`config.mk`:
```
export PLATFORM = sky130hd
export DESIGN_NAME = two_axis_level_tracker_with_decay_core
export DESIGN_NICKNAME = d
export VERILOG_FILES = /design/src/sv/lvltrk_pkg.sv /design/src/sv/two_axis_level_tracker_with_decay_core.sv
export SDC_FILE = /design/constraint.sdc
export NUM_CORES = 1
export LEC_CHECK = 0
export ABC_CLOCK_PERIOD_IN_PS = 11220
export CORE_ASPECT_RATIO = 0.8
export CORE_UTILIZATION = 60
export DETAILED_ROUTE_END_ITERATION = 8
export DONT_BUFFER_PORTS = 1
export PLACE_DENSITY = 0.76
export SYNTH_ARGS = -nofsm -noshare
export SYNTH_HDL_FRONTEND = slang
export SYNTH_SLANG_ARGS = --single-unit
```
`constraint.sdc`:
```
create_clock -name clock -period 11.22 [get_ports clock]
set_clock_uncertainty 0.05 [all_clocks]
set_input_delay 0.561 -clock clock [delete_from_list [all_inputs] [get_ports clock]]
set_output_delay 0.561 -clock clock [all_outputs]
set_load 0.02 [all_outputs]
```
`src/sv/lvltrk_pkg.sv`:
```
// ---------------------------------------------------------------------------
// lvltrk_pkg
// Shared types, register indexes, action and quadrant codes and the
// event delta table of the two-axis level tracker.
// ---------------------------------------------------------------------------
package lvltrk_pkg;

   localparam int FRAC_BITS  = 14;
   localparam int ONE        = 1 << FRAC_BITS;
   localparam int LEVEL_W    = 16;
   localparam int RATE_W     = 15;
   localparam int TICK_W     = 16;
   localparam int KIND_W     = 4;
   localparam int KIND_COUNT = 13;
   localparam int CSR_IDX_W  = 3;
   localparam int CSR_DATA_W = 16;

   localparam logic [CSR_IDX_W-1:0] CSR_DECAY_ENABLE     = 3'd0;
   localparam logic [CSR_IDX_W-1:0] CSR_SLOW_RATE        = 3'd1;
   localparam logic [CSR_IDX_W-1:0] CSR_FAST_RATE        = 3'd2;
   localparam logic [CSR_IDX_W-1:0] CSR_BASELINE_VALENCE = 3'd3;
   localparam logic [CSR_IDX_W-1:0] CSR_BASELINE_AROUSAL = 3'd4;
   localparam logic [CSR_IDX_W-1:0] CSR_FAST_AFTER_TICKS = 3'd5;

   localparam logic ACT_EVENT = 1'b0;
   localparam logic ACT_TICK  = 1'b1;

   localparam logic [1:0] QUAD_POS_HIGH = 2'd0;
   localparam logic [1:0] QUAD_POS_LOW  = 2'd1;
   localparam logic [1:0] QUAD_NEG_HIGH = 2'd2;
   localparam logic [1:0] QUAD_NEG_LOW  = 2'd3;

   localparam int RST_LEVEL     = (ONE * 2 + 5) / 10;
   localparam int RST_SLOW_RATE = (ONE + 50) / 100;
   localparam int RST_FAST_RATE = (ONE + 10) / 20;
   localparam int RST_FAST_AFTER = 15;

   typedef struct packed {
      logic              action;
      logic [KIND_W-1:0] event_kind;
   } req_type;

   typedef struct packed {
      logic signed [LEVEL_W-1:0] valence_out;
      logic signed [LEVEL_W-1:0] arousal_out;
      logic [1:0]                quadrant;
      logic                      reported;
   } rsp_type;

   // units of 0.05, halves rounded away from zero
   function automatic logic signed [LEVEL_W-1:0] unit_delta(input int units);
      int mag;
      mag = ((units < 0 ? -units : units) * ONE + 10) / 20;
      return LEVEL_W'(units < 0 ? -mag : mag);
   endfunction

   localparam logic signed [LEVEL_W-1:0] DELTA_V [KIND_COUNT] = '{
      unit_delta(-16), unit_delta(-6), unit_delta(4), unit_delta(2),
      unit_delta(1), unit_delta(-4), unit_delta(2), unit_delta(6),
      unit_delta(10), unit_delta(8), unit_delta(2), unit_delta(0),
      unit_delta(0)
   };

   localparam logic signed [LEVEL_W-1:0] DELTA_A [KIND_COUNT] = '{
      unit_delta(18), unit_delta(14), unit_delta(8), unit_delta(6),
      unit_delta(4), unit_delta(6), unit_delta(2), unit_delta(-2),
      unit_delta(-6), unit_delta(12), unit_delta(6), unit_delta(4),
      unit_delta(-2)
   };

endpackage

```
`src/sv/two_axis_level_tracker_with_decay_core.sv`:
```
// ---------------------------------------------------------------------------
// two_axis_level_tracker_with_decay_core
// Tracks valence and arousal levels in Q2.14, applies event deltas with
// saturation and decays both levels toward their baselines on ticks.
// ---------------------------------------------------------------------------
//  channel   direction  ports                          beat
//  req       in         req_valid req_stall req_data   action, event_kind
//  rsp       out        rsp_valid rsp_stall rsp_data   levels, quadrant, reported
//  csr       in         csr_wen csr_index csr_wdata    one register write
//
//  one beat per cycle unless rsp_stall holds; a beat passes input then result reg
//  the item is registered, then add, clamp and decay logic updates the state
//  and the result register at the same edge
//  reset restores levels to 0.2, clears the tick counter and loads the
//  register defaults
//  rsp_stall holds the result; the input register keeps accepting until full
// ---------------------------------------------------------------------------
module two_axis_level_tracker_with_decay_core (
   input  logic                               clock,
   input  logic                               reset,
   input  logic                               req_valid,
   output logic                               req_stall,
   input  lvltrk_pkg::req_type                req_data,
   output logic                               rsp_valid,
   input  logic                               rsp_stall,
   output lvltrk_pkg::rsp_type                rsp_data,
   input  logic                               csr_wen,
   input  logic [lvltrk_pkg::CSR_IDX_W-1:0]   csr_index,
   input  logic [lvltrk_pkg::CSR_DATA_W-1:0]  csr_wdata
);
   import lvltrk_pkg::*;

   localparam int SUM_W = LEVEL_W + 3;
   localparam int DIFF_W = LEVEL_W + 2;
   localparam logic signed [SUM_W-1:0] ONE_X = SUM_W'(ONE);
   localparam logic signed [SUM_W-1:0] NEG_ONE_X = -SUM_W'(ONE);
   localparam logic [TICK_W-1:0] TICK_MAX = {TICK_W{1'b1}};

   function automatic logic signed [LEVEL_W-1:0] clamp_lvl(
      input logic signed [SUM_W-1:0] x);
      logic signed [SUM_W-1:0] r;
      r = x;
      if (x > ONE_X) begin
         r = ONE_X;
      end else if (x < NEG_ONE_X) begin
         r = NEG_ONE_X;
      end
      return r[LEVEL_W-1:0];
   endfunction

   function automatic logic signed [LEVEL_W-1:0] decay_axis(
      input logic signed [LEVEL_W-1:0] level,
      input logic signed [LEVEL_W-1:0] base,
      input logic [RATE_W-1:0]         rate);
      logic signed [DIFF_W-1:0] diff;
      logic signed [DIFF_W-1:0] rate_s;
      logic signed [DIFF_W-1:0] step;
      diff   = DIFF_W'(base) - DIFF_W'(level);
      rate_s = signed'({{(DIFF_W-RATE_W){1'b0}}, rate});
      if (diff > 0) begin
         step = (diff < rate_s) ? diff : rate_s;
      end else begin
         step = (diff > -rate_s) ? diff : -rate_s;
      end
      return clamp_lvl(SUM_W'(level) + SUM_W'(step));
   endfunction

   // configuration
   logic                       decay_en_ff;
   logic [RATE_W-1:0]          slow_rate_ff;
   logic [RATE_W-1:0]          fast_rate_ff;
   logic signed [LEVEL_W-1:0]  base_v_ff;
   logic signed [LEVEL_W-1:0]  base_a_ff;
   logic [TICK_W-1:0]          fast_after_ff;

   // state
   logic signed [LEVEL_W-1:0]  valence_ff, valence_in;
   logic signed [LEVEL_W-1:0]  arousal_ff, arousal_in;
   logic [TICK_W-1:0]          ticks_ff, ticks_in;

   // pipeline
   logic                       s1_vld_ff;
   req_type                    s1_ff;
   logic                       rsp_vld_ff;
   rsp_type                    rsp_ff, rsp_in;
   logic                       out_free;
   logic                       advance;
   logic                       req_take;

   logic                       known;
   logic [KIND_W-1:0]          kind;
   logic signed [LEVEL_W-1:0]  dv, da;
   logic [RATE_W-1:0]          rate;

   assign out_free  = !rsp_vld_ff || !rsp_stall;
   assign advance   = s1_vld_ff && out_free;
   assign req_stall = s1_vld_ff && !out_free;
   assign req_take  = req_valid && !req_stall;
   assign rsp_valid = rsp_vld_ff;
   assign rsp_data  = rsp_ff;

   always_ff @(posedge clock) begin
      if (reset) begin
         decay_en_ff   <= 1'b1;
         slow_rate_ff  <= RATE_W'(RST_SLOW_RATE);
         fast_rate_ff  <= RATE_W'(RST_FAST_RATE);
         base_v_ff     <= LEVEL_W'(RST_LEVEL);
         base_a_ff     <= LEVEL_W'(RST_LEVEL);
         fast_after_ff <= TICK_W'(RST_FAST_AFTER);
      end else if (csr_wen) begin
         case (csr_index)
            CSR_DECAY_ENABLE:     decay_en_ff   <= csr_wdata[0];
            CSR_SLOW_RATE:        slow_rate_ff  <= csr_wdata[RATE_W-1:0];
            CSR_FAST_RATE:        fast_rate_ff  <= csr_wdata[RATE_W-1:0];
            CSR_BASELINE_VALENCE: base_v_ff     <= csr_wdata[LEVEL_W-1:0];
            CSR_BASELINE_AROUSAL: base_a_ff     <= csr_wdata[LEVEL_W-1:0];
            CSR_FAST_AFTER_TICKS: fast_after_ff <= csr_wdata[TICK_W-1:0];
            default: ;
         endcase
      end
   end

   always_comb begin
      kind       = s1_ff.event_kind;
      known      = 32'(kind) < KIND_COUNT;
      dv         = known ? DELTA_V[kind] : '0;
      da         = known ? DELTA_A[kind] : '0;
      valence_in = valence_ff;
      arousal_in = arousal_ff;
      ticks_in   = ticks_ff;
      rate       = slow_rate_ff;
      rsp_in.reported = 1'b0;
      if (s1_ff.action == ACT_EVENT) begin
         ticks_in = '0;
         if (known) begin
            valence_in = clamp_lvl(SUM_W'(valence_ff) + SUM_W'(dv));
            arousal_in = clamp_lvl(SUM_W'(arousal_ff) + SUM_W'(da));
            rsp_in.reported = 1'b1;
         end
      end else begin
         if (ticks_ff != TICK_MAX) begin
            ticks_in = ticks_ff + 1'b1;
         end
         if (ticks_in >= fast_after_ff) begin
            rate = fast_rate_ff;
         end
         if (decay_en_ff) begin
            valence_in = decay_axis(valence_ff, base_v_ff, rate);
            arousal_in = decay_axis(arousal_ff, base_a_ff, rate);
         end
      end
      rsp_in.valence_out = valence_in;
      rsp_in.arousal_out = arousal_in;
      if (valence_in > 0) begin
         rsp_in.quadrant = (arousal_in > 0) ? QUAD_POS_HIGH : QUAD_POS_LOW;
      end else begin
         rsp_in.quadrant = (arousal_in > 0) ? QUAD_NEG_HIGH : QUAD_NEG_LOW;
      end
   end

   always_ff @(posedge clock) begin
      if (reset) begin
         valence_ff <= LEVEL_W'(RST_LEVEL);
         arousal_ff <= LEVEL_W'(RST_LEVEL);
         ticks_ff   <= '0;
         s1_vld_ff  <= 1'b0;
         rsp_vld_ff <= 1'b0;
      end else begin
         if (advance) begin
            valence_ff <= valence_in;
            arousal_ff <= arousal_in;
            ticks_ff   <= ticks_in;
         end
         if (req_take) begin
            s1_vld_ff <= 1'b1;
         end else if (advance) begin
            s1_vld_ff <= 1'b0;
         end
         if (advance) begin
            rsp_vld_ff <= 1'b1;
         end else if (!rsp_stall) begin
            rsp_vld_ff <= 1'b0;
         end
      end
   end

   always_ff @(posedge clock) begin
      if (req_take) begin
         s1_ff <= req_data;
      end
      if (advance) begin
         rsp_ff <= rsp_in;
      end
   end

   // levels stay inside [-1, +1]
   a_level_range: assert property (@(posedge clock) disable iff (reset)
      (32'(valence_ff) <= ONE) && (32'(valence_ff) >= -ONE) &&
      (32'(arousal_ff) <= ONE) && (32'(arousal_ff) >= -ONE))
      else $error("level out of range");

   // a pending result always shows the current state
   a_rsp_matches_state: assert property (@(posedge clock) disable iff (reset)
      rsp_vld_ff |-> (rsp_ff.valence_out == valence_ff) &&
                     (rsp_ff.arousal_out == arousal_ff))
      else $error("result differs from state");

   // a tick is never reported
   a_tick_not_reported: assert property (@(posedge clock) disable iff (reset)
      (advance && s1_ff.action == ACT_TICK) |=> !rsp_ff.reported)
      else $error("tick reported");

   // any event restarts the counter
   a_event_clears_ticks: assert property (@(posedge clock) disable iff (reset)
      (advance && s1_ff.action == ACT_EVENT) |=> (ticks_ff == '0))
      else $error("counter not restarted");

endmodule

```
==> run metrics <==
clk slew on worst S/H paths 80 ps; fin crit share 0.9769; Root Driver clkbuf_16; port bufs 0; area of the core 27430 um2; ys async rst share 0; Synth cell types 93; Clk Latency, worst-skew pair 450 ps; CP max stage delay 540 ps; crit path max fanout 22; Crit path arrival time 11250 ps; Max Slew Vio Count 0; first-pass GRT wire length about 89 mm; Final Hold Vio Count 0; layout cell share with drive strength beyond 1 0.08533; post-place instance area 17330 um2; Reg area 3786 um2; relative slew slack 0.3685; global route total overflow 0; CP max-delay cell or4bb_1; Post-Syn Instances 2204; final setup violation count 0; initial antenna violation count 0; FF-to-FF setup slack 260 ps; Clock Power Share 0.160; ANT cells 0; CP Class reg -> reg; Seq cells post-synth 169; Primary FF master, synth dfxtp_1; Die Wd 189.1 um; Tot GR Track Use 0.3983; syn avg cell area 7.628 um2; Syn Nets 2419; area grow syn2layout 8.872%; dpl hpwl 45.15 mm; GP Congestion 1.063; Vias/cell 6.820; synth top area cells dfxtp_1 15%, ha_1 13%, edfxtp_1 7.1%, nand2_1 6.3%, a21oi_1 5.7%; die height 151.7 um; Max Cap Violations 0; Fin Setup TNS 0 ps; Post-synth EDFFs 40; Hold Path Sink fast_rate_ff[12]; most frequent cells in the layout 281 x nand2_1, 189 x a21oi_1, 177 x ha_1, 146 x nor2_1, 139 x inv_1; NumNets Final 2418; non-filler cells, final 2579; H-tree depth 4; leakage 7.736 nW; worst IR drop on VDD 0.1451 mV; TritonCTS clock tree done; routed len/inst 22.49 um; Critical Path Source Type flop; Crit. End Element flop; Int Pwr approximately 2.0 mW; Pwr Density between 200 and 250 nW/um2; commonest non-fill, non-tap cell in the layout nand2_1; Comb pwr share 0.654; number of buffers created by CTS 17; Hold Path Cell Cnt 1; Yosys Warn Count 0; Sw Share 0.4893; mapped cell area about 17000 um2; sequential share of the synthesized area 0.2251; final hold slack 126.6 ps; Hold Path Class in -> reg; Yosys top cell area share 0.1536; post-route setup slack approximately 260 ps; Crit path required time 11510 ps; Routed Antenna Nets 0; placed cell count 2530; RR Startpoint ticks_ff[6]; DR vias approximately 18k; Filler Cells Inserted 2354; io pins 66; largest net degree at the start of global routing 130; Sequential Power Share 0.185; CTS max path bufs 2; Final min period 10960 ps; cell mode on critical path buf_4; Setup WS pre-CTS -174.0 ps; hold_sp reset; vias in the first global route 15.88k; Std-Cell Rows 54; # DRC 0; worst slew pin tran approximately 940 ps; first-pass iteration count of the detailed router 6; Die ar. 28700 um2; Pwr Total 3.976 mW; multi-input logic area 12360 um2; outcome finished clean; Critical R2R Capture rsp_data[1]; initial core utilization 0.6128; Routed WL 58.00 mm; DR iter-0 viols 1933; fmax 91.23 MHz; switching pwr 1.946 mW; cell area after layout 18300 um2; TritonCTS Sinks 169; Core Util, Final 0.6672; post-synth top area cell dfxtp_1; R2R cell count 48
area by class of cell:
type,count,area share
Multi-Input combinational cell,1803,0.6751
Sequential cell,169,0.2069
Timing Repair Buffer,71,0.03022
Inverter,141,0.02892
Tap cell,364,0.02488
Clock buffer,18,0.02461
Clock inverter,13,0.009434
how the worst max path moves through the flow:
stage | startpoint | to | cells past startpoint
floorplan | ticks_ff[4] | rsp_data[2] | 48
global placement | ticks_ff[4] | rsp_data[2] | 43
detailed placement | ticks_ff[4] | rsp_data[2] | 43
CTS | ticks_ff[5] | rsp_data[2] | 44
global route | ticks_ff[6] | rsp_data[1] | 48
finish | ticks_ff[6] | rsp_data[1] | 48
power groups by stage:
stage	combinational, mW	sequential [mW]	clock, mW
3_5_place_dp	2.37	0.750	0
4_1_cts	2.42	0.736	0.639
5_1_grt	2.82	0.741	0.665
3_3_place_gp	2.34	0.750	0
2_1_floorplan	1.80	0.730	0
6_report	2.60	0.737	0.637
per-layer routing:
metal | share of wire | track usage | wire, um
met1 | 0.43 | 0.5500 | 24840
met2 | 0.42 | 0.6064 | 24590
met3 | 0.11 | 0.09420 | 6605
met4 | 0.034 | 0.1371 | 1959
met5 | 0 | 0 | 0
what timing repair did:
action                     4_1_cts  5_1_grt
pin swaps                        5       11
gates resized for setup         12       33
cloned                           0        0
setup endpoints to repair        4       33
hold buffers                     0        0
setup buffers                    4       14
worst max-delay path: cells and delay by family, from the launching register on:
family	cells	cell delay, ps
buffers and inverters	6	1000
adders and majority gates	4	1220
and+or+nand+nor	18	3510
muxes	2	460
AOI/OAI and AO/OA	16	3830
DFF	1	390
xor gates and xnor gates	2	340
cell families (layout without fill, tap and decap cells):
| kind of cell | Yosys count | in the layout | share of synthesized area |
|---|---|---|---|
| multiplexers | 34 | 34 | 0.02196 |
| AO/OA/AOI/OAI | 674 | 674 | 0.2697 |
| AND/OR/NAND/NOR | 813 | 813 | 0.2397 |
| flip-flops | 169 | 169 | 0.2251 |
| adder cells (fa/ha/maj) | 188 | 188 | 0.1423 |
| buffers and inverters | 232 | 243 | 0.05240 |
| XOR/XNOR | 94 | 94 | 0.04897 |
registers in the layout, summed over array words and instances (netlist names), 4 cells and up:
register / count
rsp_data: 35
arousal_ff: 16
base_a_ff: 16
base_v_ff: 16
fast_after_ff: 16
ticks_ff: 16
valence_ff: 16
fast_rate_ff: 15
slow_rate_ff: 15
kind: 4
cells in the mapped netlist, types with 34 or more instances:
master / n
xnor2_1: 62
nor2_1: 148
ha_1: 180
a21oi_1: 190
o21ai_0: 125
clkbuf_1: 82
nand3_1: 58
nor3_1: 67
inv_1: 140
a21o_1: 34
dfxtp_1: 129
edfxtp_1: 40
nand2_1: 281
Note: power is estimated with default switching activity, not from simulation.
